`src/rtl/hsvbb_pkg.sv`:
```
// Package with types, constants and reciprocal tables for the HSV bounding box unit.
`default_nettype none
package hsvbb_pkg;
    localparam int COORD_W = 11;
    localparam int SIZE_W = 12;
    localparam int DEF_MAX_WIDTH = 2048;
    localparam int DEF_MAX_HEIGHT = 2048;
    localparam int HUE_RANGE = 179;
    localparam int FIX_SHIFT = 12;
    localparam int CFG_IDX_W = 3;
    localparam int SAT_REC_W = 20;
    localparam int HUE_REC_W = 18;

    localparam logic [CFG_IDX_W-1:0] REG_ENABLE = 3'd0;
    localparam logic [CFG_IDX_W-1:0] REG_HUE_LOW = 3'd1;
    localparam logic [CFG_IDX_W-1:0] REG_SAT_LOW = 3'd2;
    localparam logic [CFG_IDX_W-1:0] REG_VAL_LOW = 3'd3;
    localparam logic [CFG_IDX_W-1:0] REG_HUE_HIGH = 3'd4;
    localparam logic [CFG_IDX_W-1:0] REG_SAT_HIGH = 3'd5;
    localparam logic [CFG_IDX_W-1:0] REG_VAL_HIGH = 3'd6;

    typedef struct packed {
        logic [7:0] red;
        logic [7:0] green;
        logic [7:0] blue;
        logic [COORD_W-1:0] col;
        logic [COORD_W-1:0] row;
        logic last_pixel;
    } t_pixel;

    typedef struct packed {
        logic found;
        logic [COORD_W-1:0] box_x;
        logic [COORD_W-1:0] box_y;
        logic [SIZE_W-1:0] box_width;
        logic [SIZE_W-1:0] box_height;
    } t_box;

    // Classified pixel passed from the front to the back.
    typedef struct packed {
        logic hit;
        logic enable;
        logic [COORD_W-1:0] col;
        logic [COORD_W-1:0] row;
        logic last_pixel;
    } t_event;

    typedef struct packed {
        logic enable;
        logic [7:0] hue_low;
        logic [7:0] sat_low;
        logic [7:0] val_low;
        logic [7:0] hue_high;
        logic [7:0] sat_high;
        logic [7:0] val_high;
    } t_cfg;

    // Integer quotient by shift and subtract, used only while building the tables.
    function automatic int cdiv(input longint num, input longint den);
        longint q;
        longint rem;
        q = 0;
        rem = num;
        for (int k = 21; k >= 0; k--) begin
            if ((den << k) <= rem) begin
                rem = rem - (den << k);
                q = q + (longint'(1) << k);
            end
        end
        return int'(q);
    endfunction

    // Entry v holds round(255*4096/v); entry 0 is zero.
    function automatic logic [256*SAT_REC_W-1:0] build_sat_tab();
        logic [256*SAT_REC_W-1:0] t;
        t = '0;
        for (int v = 1; v < 256; v++)
            t[v*SAT_REC_W +: SAT_REC_W] =
                SAT_REC_W'(cdiv(2 * (255 << FIX_SHIFT) + v, 2 * v));
        return t;
    endfunction

    // Entry d holds round(180*4096/(6*d)); entry 0 is zero.
    function automatic logic [256*HUE_REC_W-1:0] build_hue_tab();
        logic [256*HUE_REC_W-1:0] t;
        t = '0;
        for (int d = 1; d < 256; d++)
            t[d*HUE_REC_W +: HUE_REC_W] =
                HUE_REC_W'(cdiv(2 * ((HUE_RANGE + 1) << FIX_SHIFT) + 6 * d, 12 * d));
        return t;
    endfunction

    localparam logic [256*SAT_REC_W-1:0] SAT_RECIP_TAB = build_sat_tab();
    localparam logic [256*HUE_REC_W-1:0] HUE_RECIP_TAB = build_hue_tab();
endpackage
`default_nettype wire

```
`src/rtl/hsv_threshold_bounding_box_unit.sv`:
```
// Top level of the HSV threshold bounding box unit.
// Throughput: one pixel per cycle when the output is not stalled, set by the two-stage conversion pipeline.
// Result path: once the last pixel is accepted it passes the two conversion stages,
// the queue and the tracker output register; backpressure can delay the result.
// Reset: synchronous active low; registers return to defaults, tracker cleared.
`default_nettype none
module hsv_threshold_bounding_box_unit #(
    parameter int MAX_WIDTH = hsvbb_pkg::DEF_MAX_WIDTH,
    parameter int MAX_HEIGHT = hsvbb_pkg::DEF_MAX_HEIGHT
) (
    input  wire logic                              i_clk,
    input  wire logic                              i_rst_n,
    input  wire logic                              i_valid,
    output logic                                   o_ready,
    input  wire hsvbb_pkg::t_pixel                 i_pixel,
    output logic                                   o_valid,
    input  wire logic                              i_ready,
    output hsvbb_pkg::t_box                        o_box,
    input  wire logic                              i_cfg_we,
    input  wire logic [hsvbb_pkg::CFG_IDX_W-1:0]   i_cfg_idx,
    input  wire logic [7:0]                        i_cfg_data
);
    hsvbb_pkg::t_cfg r_cfg;
    always_ff @(posedge i_clk) begin
        if (!i_rst_n) begin
            r_cfg.enable <= 1'b1;
            r_cfg.hue_low <= 8'd0;
            r_cfg.sat_low <= 8'd100;
            r_cfg.val_low <= 8'd100;
            r_cfg.hue_high <= 8'd10;
            r_cfg.sat_high <= 8'd255;
            r_cfg.val_high <= 8'd255;
        end else if (i_cfg_we) begin
            unique case (i_cfg_idx)
                hsvbb_pkg::REG_ENABLE: r_cfg.enable <= i_cfg_data[0];
                hsvbb_pkg::REG_HUE_LOW: r_cfg.hue_low <= i_cfg_data;
                hsvbb_pkg::REG_SAT_LOW: r_cfg.sat_low <= i_cfg_data;
                hsvbb_pkg::REG_VAL_LOW: r_cfg.val_low <= i_cfg_data;
                hsvbb_pkg::REG_HUE_HIGH: r_cfg.hue_high <= i_cfg_data;
                hsvbb_pkg::REG_SAT_HIGH: r_cfg.sat_high <= i_cfg_data;
                hsvbb_pkg::REG_VAL_HIGH: r_cfg.val_high <= i_cfg_data;
                default: ;
            endcase
        end
    end

    logic f_valid, f_ready, q_valid, q_ready;
    hsvbb_pkg::t_event f_event, q_event;

    hsvbb_front #(.MAX_WIDTH(MAX_WIDTH), .MAX_HEIGHT(MAX_HEIGHT)) u_front (
        .i_clk, .i_rst_n, .i_valid, .o_ready, .i_pixel, .i_cfg(r_cfg),
        .o_valid(f_valid), .i_ready(f_ready), .o_event(f_event)
    );
    hsvbb_queue u_queue (
        .i_clk, .i_rst_n, .i_valid(f_valid), .o_ready(f_ready), .i_data(f_event),
        .o_valid(q_valid), .i_ready(q_ready), .o_data(q_event)
    );
    hsvbb_back u_back (
        .i_clk, .i_rst_n, .i_valid(q_valid), .o_ready(q_ready), .i_event(q_event),
        .o_valid, .i_ready, .o_box
    );
endmodule
`default_nettype wire

```
`src/rtl/hsvbb_front.sv`:
```
// Front part: RGB to HSV conversion pipeline and threshold classification.
`default_nettype none
module hsvbb_front #(
    parameter int MAX_WIDTH = hsvbb_pkg::DEF_MAX_WIDTH,
    parameter int MAX_HEIGHT = hsvbb_pkg::DEF_MAX_HEIGHT
) (
    input  wire logic              i_clk,
    input  wire logic              i_rst_n,
    input  wire logic              i_valid,
    output logic                   o_ready,
    input  wire hsvbb_pkg::t_pixel i_pixel,
    input  wire hsvbb_pkg::t_cfg   i_cfg,
    output logic                   o_valid,
    input  wire logic              i_ready,
    output hsvbb_pkg::t_event      o_event
);
    localparam int CW = hsvbb_pkg::COORD_W;
    localparam int SRW = hsvbb_pkg::SAT_REC_W;
    localparam int HRW = hsvbb_pkg::HUE_REC_W;

    // Stage 1: max, min, delta, raw hue and reciprocals.
    logic r_v1, r_v2;
    logic [7:0] r_val1, r_d1;
    logic signed [11:0] r_raw1;
    logic [19:0] r_srec1;
    logic [17:0] r_hrec1;
    logic r_in1;
    logic [CW-1:0] r_col1, r_row1;
    logic r_last1, r_en1;
    // Stage 2: products.
    logic [7:0] r_val2;
    logic [27:0] r_sprod2;
    logic signed [29:0] r_hprod2;
    logic r_dz2, r_vz2, r_in2;
    logic [CW-1:0] r_col2, r_row2;
    logic r_last2, r_en2;
    logic r_dz1;

    logic adv;
    assign adv = !r_v2 || i_ready;
    assign o_ready = adv;

    logic [7:0] mx, mn, dd;
    logic signed [11:0] raw;
    logic in_frame;
    always_comb begin
        mx = i_pixel.red;
        if (i_pixel.green > mx) mx = i_pixel.green;
        if (i_pixel.blue > mx) mx = i_pixel.blue;
        mn = i_pixel.red;
        if (i_pixel.green < mn) mn = i_pixel.green;
        if (i_pixel.blue < mn) mn = i_pixel.blue;
        dd = mx - mn;
        if (mx == i_pixel.red)
            raw = $signed({4'b0, i_pixel.green}) - $signed({4'b0, i_pixel.blue});
        else if (mx == i_pixel.green)
            raw = $signed({4'b0, i_pixel.blue}) - $signed({4'b0, i_pixel.red})
                + $signed({3'b0, dd, 1'b0});
        else
            raw = $signed({4'b0, i_pixel.red}) - $signed({4'b0, i_pixel.green})
                + $signed({2'b0, dd, 2'b0});
        in_frame = (32'(i_pixel.col) < 32'(MAX_WIDTH)) && (32'(i_pixel.row) < 32'(MAX_HEIGHT));
    end

    always_ff @(posedge i_clk) begin
        if (!i_rst_n) begin
            r_v1 <= 1'b0;
            r_v2 <= 1'b0;
        end else if (adv) begin
            r_v1 <= i_valid;
            r_v2 <= r_v1;
        end
    end

    always_ff @(posedge i_clk) begin
        if (adv) begin
            r_val1 <= mx;
            r_d1 <= dd;
            r_dz1 <= (dd == 8'd0);
            r_raw1 <= raw;
            // Entry zero of each table is zero, which covers a black or gray pixel.
            r_srec1 <= hsvbb_pkg::SAT_RECIP_TAB[int'(mx) * SRW +: SRW];
            r_hrec1 <= hsvbb_pkg::HUE_RECIP_TAB[int'(dd) * HRW +: HRW];
            r_in1 <= in_frame;
            r_col1 <= i_pixel.col;
            r_row1 <= i_pixel.row;
            r_last1 <= i_pixel.last_pixel;
            r_en1 <= i_cfg.enable;
            r_val2 <= r_val1;
            r_sprod2 <= 28'(r_d1) * 28'(r_srec1);
            r_hprod2 <= 30'(r_raw1) * $signed({12'b0, r_hrec1});
            r_dz2 <= r_dz1;
            r_vz2 <= (r_val1 == 8'd0);
            r_in2 <= r_in1;
            r_col2 <= r_col1;
            r_row2 <= r_row1;
            r_last2 <= r_last1;
            r_en2 <= r_en1;
        end
    end

    logic [8:0] sat;
    logic signed [29:0] hsum;
    logic signed [17:0] hq;
    logic [7:0] hue;
    logic hit;
    always_comb begin
        sat = r_vz2 ? 9'd0 : 9'((r_sprod2 + 28'd2048) >> hsvbb_pkg::FIX_SHIFT);
        hsum = r_hprod2 + 30'sd2048;
        hq = 18'(hsum >>> hsvbb_pkg::FIX_SHIFT);
        if (r_dz2) hue = 8'd0;
        else if (hq < 0) hue = 8'(hq + 18'sd180);
        else hue = 8'(hq);
        hit = r_in2 && r_en2
            && hue >= i_cfg.hue_low && hue <= i_cfg.hue_high
            && sat >= {1'b0, i_cfg.sat_low} && sat <= {1'b0, i_cfg.sat_high}
            && r_val2 >= i_cfg.val_low && r_val2 <= i_cfg.val_high;
    end

    assign o_valid = r_v2;
    always_comb begin
        o_event.hit = hit;
        o_event.enable = i_cfg.enable;
        o_event.col = r_col2;
        o_event.row = r_row2;
        o_event.last_pixel = r_last2;
    end
endmodule
`default_nettype wire

```
`src/rtl/hsvbb_queue.sv`:
```
// Two-entry queue between the classifier and the box tracker.
`default_nettype none
module hsvbb_queue (
    input  wire logic              i_clk,
    input  wire logic              i_rst_n,
    input  wire logic              i_valid,
    output logic                   o_ready,
    input  wire hsvbb_pkg::t_event i_data,
    output logic                   o_valid,
    input  wire logic              i_ready,
    output hsvbb_pkg::t_event      o_data
);
    hsvbb_pkg::t_event r_mem [2];
    logic r_wp, r_rp;
    logic [1:0] r_cnt;
    logic push, pop;
    assign o_ready = r_cnt != 2'd2;
    assign o_valid = r_cnt != 2'd0;
    assign push = i_valid && o_ready;
    assign pop = o_valid && i_ready;
    assign o_data = r_mem[r_rp];
    always_ff @(posedge i_clk) begin
        if (!i_rst_n) begin
            r_wp <= 1'b0;
            r_rp <= 1'b0;
            r_cnt <= 2'd0;
        end else begin
            if (push) r_wp <= !r_wp;
            if (pop) r_rp <= !r_rp;
            r_cnt <= r_cnt + 2'(push) - 2'(pop);
        end
    end
    always_ff @(posedge i_clk) begin
        if (push) r_mem[r_wp] <= i_data;
    end
`ifndef SYNTHESIS
    a_no_over: assert property (@(posedge i_clk) disable iff (!i_rst_n) r_cnt <= 2'd2)
        else $error("queue count overflow");
    a_pop_nonempty: assert property (@(posedge i_clk) disable iff (!i_rst_n)
        (r_cnt == 2'd0) |-> !pop) else $error("pop from empty queue");
    a_full_count: assert property (@(posedge i_clk) disable iff (!i_rst_n)
        (push && !pop && r_cnt == 2'd1) |=> r_cnt == 2'd2) else $error("count slip");
`endif
endmodule
`default_nettype wire

```
`src/rtl/hsvbb_back.sv`:
```
// Back part: tracks the box of matching pixels and emits one result per frame.
`default_nettype none
module hsvbb_back (
    input  wire logic              i_clk,
    input  wire logic              i_rst_n,
    input  wire logic              i_valid,
    output logic                   o_ready,
    input  wire hsvbb_pkg::t_event i_event,
    output logic                   o_valid,
    input  wire logic              i_ready,
    output hsvbb_pkg::t_box        o_box
);
    localparam int CW = hsvbb_pkg::COORD_W;
    logic r_any, r_ov;
    logic [CW-1:0] r_minc, r_maxc, r_minr, r_maxr;
    hsvbb_pkg::t_box r_box, n_box;
    logic take;
    logic [CW-1:0] nminc, nmaxc, nminr, nmaxr;
    logic nany;

    assign o_ready = !r_ov || i_ready;
    assign take = i_valid && o_ready;

    always_comb begin
        nany = r_any; nminc = r_minc; nmaxc = r_maxc; nminr = r_minr; nmaxr = r_maxr;
        if (i_event.hit) begin
            nany = 1'b1;
            if (!r_any) begin
                nminc = i_event.col; nmaxc = i_event.col;
                nminr = i_event.row; nmaxr = i_event.row;
            end else begin
                if (i_event.col < r_minc) nminc = i_event.col;
                if (i_event.col > r_maxc) nmaxc = i_event.col;
                if (i_event.row < r_minr) nminr = i_event.row;
                if (i_event.row > r_maxr) nmaxr = i_event.row;
            end
        end
        n_box = '0;
        if (i_event.enable && nany) begin
            n_box.found = 1'b1;
            n_box.box_x = nminc;
            n_box.box_y = nminr;
            n_box.box_width = {1'b0, nmaxc} - {1'b0, nminc} + 12'd1;
            n_box.box_height = {1'b0, nmaxr} - {1'b0, nminr} + 12'd1;
        end
    end

    always_ff @(posedge i_clk) begin
        if (!i_rst_n) begin
            r_any <= 1'b0;
            r_ov <= 1'b0;
            r_minc <= '0; r_maxc <= '0; r_minr <= '0; r_maxr <= '0;
        end else begin
            if (take && i_event.last_pixel) r_ov <= 1'b1;
            else if (r_ov && i_ready) r_ov <= 1'b0;
            if (take) begin
                if (i_event.last_pixel) begin
                    r_any <= 1'b0;
                    r_minc <= '0; r_maxc <= '0; r_minr <= '0; r_maxr <= '0;
                end else begin
                    r_any <= nany;
                    r_minc <= nminc; r_maxc <= nmaxc; r_minr <= nminr; r_maxr <= nmaxr;
                end
            end
        end
    end
    always_ff @(posedge i_clk) begin
        if (take && i_event.last_pixel) r_box <= n_box;
    end
    assign o_valid = r_ov;
    assign o_box = r_box;
`ifndef SYNTHESIS
    a_clear: assert property (@(posedge i_clk) disable iff (!i_rst_n)
        (take && i_event.last_pixel) |=> !r_any) else $error("tracker not cleared");
    a_order: assert property (@(posedge i_clk) disable iff (!i_rst_n)
        r_any |-> (r_minc <= r_maxc && r_minr <= r_maxr)) else $error("box inverted");
    a_hold: assert property (@(posedge i_clk) disable iff (!i_rst_n)
        (r_ov && !i_ready) |=> (r_ov && $stable(r_box))) else $error("result lost");
`endif
endmodule
`default_nettype wire

```
`config.mk`:
```
export PLATFORM = sky130hd
export DESIGN_NAME = hsv_threshold_bounding_box_unit
export DESIGN_NICKNAME = d
export VERILOG_FILES = /design/src/rtl/hsvbb_pkg.sv /design/src/rtl/hsv_threshold_bounding_box_unit.sv /design/src/rtl/hsvbb_front.sv /design/src/rtl/hsvbb_queue.sv /design/src/rtl/hsvbb_back.sv
export SDC_FILE = /design/constraint.sdc
export NUM_CORES = 2
export LEC_CHECK = 0
export BUFFER_PORTS_ARGS = -buffer_cell sky130_fd_sc_hd__buf_2
export CAP_MARGIN = 10
export CORE_UTILIZATION = 60
export CTS_CLUSTER_DIAMETER = 30
export DETAILED_ROUTE_END_ITERATION = 10
export PLACE_DENSITY = 0.77
export REMOVE_ABC_BUFFERS = 1
export SYNTH_ARGS = -nofsm -noshare
export SYNTH_HDL_FRONTEND = slang
export SYNTH_SLANG_ARGS = --single-unit
export TNS_END_PERCENT = 50
```
`constraint.sdc`:
```
create_clock -name i_clk -period 16.1 [get_ports i_clk]
set_input_delay 0.805 -clock i_clk [delete_from_list [all_inputs] [get_ports i_clk]]
set_output_delay 0.805 -clock i_clk [all_outputs]
set_load 0.03 [all_outputs]
```
## Word-level counts from Yosys, hierarchy flattened

Memories as Yosys holds them, arrays and structs flattened. A register that Yosys moved wholly into a read port is not among the register bits.
Cells that the tools add are included.

| storage, ports and cells | value |
|---|---|
| flip-flop bits (word level) | 324 |
| memory bits (writable) | 50 |
| memories | 1 |
| output and inout port bits | 49 |
| input bits | 63 |
| word-level logic and storage cells | 151 |

Memory list:

| name | depth | bits a word | rd ports | clocked after memory_dff | wr ports | RTL line | text |
|---|---|---|---|---|---|---|---|
| u_queue.r_mem | 2 | 25 | 1 | 1 | 1 | hsvbb_queue.sv:13 | `hsvbb_pkg::t_event r_mem [2];` |

| operators by class | value |
|---|---|
| multiply operators | 4 |
| $add $sub $neg | 15 |
| reductions and logical operators | 29 |
| shift-type cells | 2 |
| eq/ne operators | 9 |
| mux-type cells | 34 |
| magnitude comparators | 15 |

Operator list:

| kind | count |
|---|---|
| indexed part select 5120 x 32 -> 20 bit, first input constant | 1 |
| indexed part select 4608 x 32 -> 18 bit, first input constant | 1 |
| two-way mux 11 bit | 16 |
| two-way mux 8 bit | 6 |
| two-way mux 47 bit | 1 |
| adder 30 x 13 -> 30 bit, second input constant | 1 |
| multiplier 12 x 19 -> 30 bit | 1 |
| subtractor 8 x 8 -> 9 bit | 3 |
| adder 12 x 1 -> 12 bit, second input constant | 2 |
| two-way mux 12 bit | 2 |
| subtractor 11 x 11 -> 12 bit | 2 |
| greater-than comparator 11 bit | 2 |
| less-than comparator 11 bit | 2 |
| adder 21 x 12 -> 21 bit, second input constant | 1 |
| multiplier 8 x 20 -> 21 bit | 1 |
| less-than comparator 18 x 1 -> 1 bit, second input constant | 1 |
| == test 8 bit | 2 |
| >= comparator 8 bit | 2 |
| greater-than comparator 8 bit | 2 |
| less-or-equal comparator 8 bit | 2 |
| zero test 8 bit | 2 |
| less-than comparator 8 bit | 2 |
| AND reduction 2 bit | 7 |
| adder 12 x 10 -> 12 bit | 1 |
| other kinds (20) | 45 |

## Longest topological paths before layout

| depth | value |
|---|---|
| depth after elaboration | 11 |
| mapped depth | 42 |
| mapped depth without buffers | 34 |

## Modules after synthesis

From an unflattened synthesis, not the netlist that was laid out.

| second synthesis, totals | value |
|---|---|
| cell total of the unflattened synthesis | 4168 |
| area total of the unflattened synthesis | 36789.0 um2 |

By module, submodules not included:

| module | sequential area each (um2) | area an instance (um2) | cells an instance | times used |
|---|---|---|---|---|
| hsvbb_front | 4634.4 | 26590.5 | 3234 | 1 |
| hsvbb_back | 2332.2 | 6093.3 | 648 | 1 |
| hsvbb_queue | 1601.5 | 2144.6 | 102 | 1 |
| hsv_threshold_bounding_box_unit | 980.9 | 1960.6 | 184 | 1 |

## Worst setup path before layout

No wires, ideal clock.

| timing | value |
|---|---|
| path kind | in2reg |
| from | input port i_pixel[38] (netlist name) |
| to | register u_front.r_raw1[10] (data pin) |
| library setup time | 276 ps |
| data required time | 15824 ps |
| arrival | 8114 ps |
| path buffers | 10 |
| cell stages on the path | 38 |
| slack | 7710 ps |
| cells stage by stage | inv_1 ha_1 buf_4 nand3_2 o211ai_4 nor2_4 buf_2 o21ai_0 inv_1 ha_1 nand3_1 nor2_1 inv_1 o41ai_2 nor2_1 nand2_2 a21oi_1 inv_1 [... 2 more ...] clkbuf_1 buf_1 ha_1 xnor2_1 inv_2 buf_2 buf_2 clkbuf_1 clkbuf_1 ha_1 inv_1 o21bai_1 a21oi_1 o21bai_1 maj3_2 a21oi_1 xnor2_1 o221ai_1 |

| on the way | value |
|---|---|
| word-level cells in the longest chain between the ends | 8 |
| elaborated cells on any way between the ends | 17 |
| those cells by class | add/sub: 5; order compare: 4; eq/ne: 2; mux: 6 |

Ends and longest elaborated chain:

| what | RTL line | text |
|---|---|---|
| from (decl) | hsv_threshold_bounding_box_unit.sv:15 | `input wire hsvbb_pkg::t_pixel i_pixel,` |
| greater-than comparator 8 bit | hsvbb_front.sv:48 | `if (i_pixel.green > mx) mx = i_pixel.green;` |
| two-way mux 8 bit * | hsvbb_front.sv:48 |  |
| greater-than comparator 8 bit | hsvbb_front.sv:49 | `if (i_pixel.blue > mx) mx = i_pixel.blue;` |
| two-way mux 8 bit * | hsvbb_front.sv:49 |  |
| net u_front.mx[3] | hsvbb_front.sv:43 | `logic [7:0] mx, mn, dd;` |
| subtractor 8 bit * | hsvbb_front.sv:53 | `dd = mx - mn;` |
| net u_front.dd[3] | hsvbb_front.sv:43 |  |
| adder 12 x 11 -> 12 bit / adder 12 x 10 -> 12 bit (equally long branches) | hsvbb_front.sv:61, hsvbb_front.sv:58 |  |
| two-way mux 12 bit * | hsvbb_front.sv:56 | `else if (mx == i_pixel.green)` |
| two-way mux 12 bit * | hsvbb_front.sv:54 | `if (mx == i_pixel.red)` |
| net u_front.raw[10] | hsvbb_front.sv:44 | `logic signed [11:0] raw;` |
| to (signal assigned) | hsvbb_front.sv:80 | `r_raw1 <= raw;` |
| to (decl) | hsvbb_front.sv:24 | `logic signed [11:0] r_raw1;` |

Mark *: on every way through the listed nets, which the timed path passes. The rest lies on a longest branch.
A chain may end at the register's enable or synchronous reset.

## Final worst setup path

| timing | value |
|---|---|
| from | input port i_pixel[32] (netlist name) |
| to | register u_front.r_hrec1[5] (data pin) |

| on the way | value |
|---|---|
| word-level cells in the longest chain between the ends | 7 |
| elaborated cells on any way between the ends | 11 |
| those cells by class | add/sub: 1; mul: 1; order compare: 4; shift: 1; mux: 4 |

Ends and longest elaborated chain:

| what | RTL line | text |
|---|---|---|
| greater-than comparator 8 bit / less-than comparator 8 bit (equally long branches) | hsvbb_front.sv:48, hsvbb_front.sv:51 |  |
| two-way mux 8 bit (on tied branches) | hsvbb_front.sv:48, hsvbb_front.sv:51 |  |
| greater-than comparator 8 bit / less-than comparator 8 bit (equally long branches) | hsvbb_front.sv:49, hsvbb_front.sv:52 |  |
| two-way mux 8 bit (on tied branches) | hsvbb_front.sv:49, hsvbb_front.sv:52 |  |
| subtractor 8 bit * | hsvbb_front.sv:53 |  |
| multiplier 8 x 4 -> 12 bit * | hsvbb_front.sv:83 | `r_hrec1 <= hsvbb_pkg::HUE_RECIP_TAB[int'(dd) * HRW +: HRW];` |
| indexed part select 4608 x 32 -> 18 bit * | hsvbb_front.sv:83 |  |
| to (signal assigned) | hsvbb_front.sv:83 |  |
| to (decl) | hsvbb_front.sv:26 | `logic [17:0] r_hrec1;` |

Every way passes the cells marked *; elsewhere a longest branch is shown, timed or not.

==> run metrics <==
status finished, final reports clean; I/O Buffers 111; Clock Tree Buf Depth 3; average instance area after synthesis 8.721 um2; I/O Pins 112; Main synth FF type edfxtp_1; DRC 0; GRT Util Overall 33.45%; CTS Hold Bufs 0; sequential share of the synthesized area 26.32%; most common cell in the synthesized netlist nand2_1; GRT overflow 0; wire length of the first global-routing pass 163700 um; mapped cell area 36280 um2; share of the synthesized area in the top cell type 20.69%; initial DRC count 3562; worst hold path class in -> reg; area delta synth->final 9.622%; r2r setup slk 9.07 ns; GP Congestion 1.036; Max H-tree Level 3; layout cells sized above 1 8.805%; Placement Cell Area 37260 um2; Hold Startpoint i_pixel[8]; CTS tree built; Worst Path Required 16.40 ns; CTS Sinks 352; design area 39770 um2; RR Endpoint u_front.r_hprod2[29]; slowest cell on the critical path clkinv_1; R2R cell count 23; DP HPWL 72440 um; die area 61460 um2; number of synthesized flops with an enable pin 250; Final Util 67.01%; Clock Skews 0.03610 ns; worst skew pair latency 0.61 ns; Yosys cell types 100; Ys Warns 0; Antenna Nets Post-Route 0; fraction of registers with async set/reset 0%; Period minus WS final 10.11 ns; Initial Util 61.13%; Die Wd 247.9 um; max incr delay on CP 0.88 ns; final WL 103000 um; Arrival @ worst endpoint 10.41 ns; setup bufs post-CTS 0; hold path endpoint u_front.r_row1[7]; Syn Inst Count 4160; Reg clk slew, reported paths 0.05 ns; flops & latches, synth 352; CP Max Fanout 57; Hold Vio Cnt, Final 0; first drt pass iteration count 9; TNS Setup 0 ns; RSZ-0062 raised after global routing false; PostCTS Resize Cnt 0; Via Count 31440; Nets 4770; slew margin rel. 26.58%; post-DR wirelength/cell 20.74 um; most frequent cells after synthesis 492 x nand2_1, 433 x inv_1, 328 x ha_1; Setup CP Type in -> reg; Yosys top cell by area edfxtp_1; reg2reg start u_front.r_raw1[0]; cts bufs inserted 70; Tcrit/Tclk final 62.81%; vias in the first global route 30640; Hold Crit Depth 1; # rows 89; fill count 4694; initial antenna violation count 1; core area 59350 um2; Worst-Margin Slew 1.093 ns; synth top area cells edfxtp_1 21%, fa_1 14%, ha_1 11%; crit path capture type register; Via density 6.332; final count of pins violating max slew 0; Max Clk Rate 0.09889 GHz; Worst setup SP type primary input; Setup Viol. Count Final 0; max cap viols 0; root buf cell clkbuf_16; largest net degree at the start of global routing 141; Die Height 247.9 um
-- worst max-delay path by stage --
stage | start | endpoint | slack (ns) | cells after the start
4_1_cts | i_pixel[32] | u_front.r_raw1[10] | 6.28 | 32
5_1_grt | i_pixel[32] | u_front.r_raw1[10] | 5.44 | 32
3_3_place_gp | i_pixel[32] | u_front.r_raw1[10] | 5.86 | 32
3_5_place_dp | i_pixel[32] | u_front.r_raw1[10] | 5.69 | 32
6_report | i_pixel[32] | u_front.r_hrec1[5] | 5.99 | 30
2_1_floorplan | i_pixel[38] | u_front.r_raw1[10] | 2.36 | 28
-- routing by layer --
layer  vias up  track usage [%]  routed length, um
met5         -                0                  0
met1     14790            42.76              40680
met2      1782            55.44              48270
met4         0            15.28               4804
li1      14460                -                  -
met3       413            5.526               9206
-- metrics by stage --
step	setup slack [ns]	instances	hold slack [ns]
after floorplan	2.361	3901	0.4003
after global placement	5.862	4834	0.4033
after detailed placement	5.686	4834	0.4045
after CTS	6.284	4964	0.3505
after global routing	5.445	4965	0.3576
final	5.987	4965	0.3748
-- area by class of cell --
type,instances,area (um2),area share (%)
multi-input combinational,3104,24140,60.70
sequential,352,9549,24.01
clock buffer,84,1917,4.820
inverter,445,1670,4.200
tap,773,967.2,2.432
timing repair buffer,160,935.9,2.353
clock inverter,46,588.1,1.479
antenna,1,2.502,0.006292
-- sequential cells by signal (all words and copies together) (netlist names), 11 cells and up, named ones only --
signal,cells
u_queue.r_mem,50
r_cfg,49
u_back.o_box,47
u_front.r_srec1,20
u_front.r_hprod2,19
u_front.r_hrec1,17
u_front.r_raw1,12
u_back.r_maxc,11
u_back.r_maxr,11
u_back.r_minc,11
u_back.r_minr,11
u_front.r_col1,11
u_front.r_col2,11
u_front.r_row1,11
u_front.r_row2,11
-- worst max-delay path: cells and delay by family --
family / cells / cell delay (ns)
fa+ha+maj: 4 / 1.70
compound gates: 7 / 2.34
xor+xnor: 1 / 0.44
simple gates: 10 / 2.39
buf+inv: 8 / 2.70
-- placed cells by master (no fill, tap or decap), types with 26 or more instances in the layout --
cell type    n
nand2_1    492
inv_1      430
ha_1       328
nor2_1     261
edfxtp_1   250
fa_1       246
a21oi_1    233
o21ai_0    223
and2_1     157
buf_2      111
dfxtp_1    102
xnor2_1    101
nand3_1     79
o211ai_1    76
clkbuf_16   72
nor3_1      62
nor2b_1     59
a21o_1      54
nand2b_1    52
buf_4       48
a211oi_1    45
mux2i_1     41
a31oi_1     41
o21a_1      40
a21boi_0    35
a311oi_1    30
a22oi_1     29
xor2_1      27
and3_1      26
-- cells by family after synthesis --
logic type / after synthesis / synth area share, %
AOI/OAI and AO/OA: 1051 / 19.34
xor gates and xnor gates: 135 / 3.449
adders and majority gates: 578 / 25.00
buffers and inverters: 704 / 7.418
DFF: 352 / 26.32
muxes: 68 / 2.093
and+or+nand+nor: 1272 / 16.38
Power is left out: the tool's default activity adds up to more than one toggle a clock period on the data nets, which glitch-free logic cannot reach.
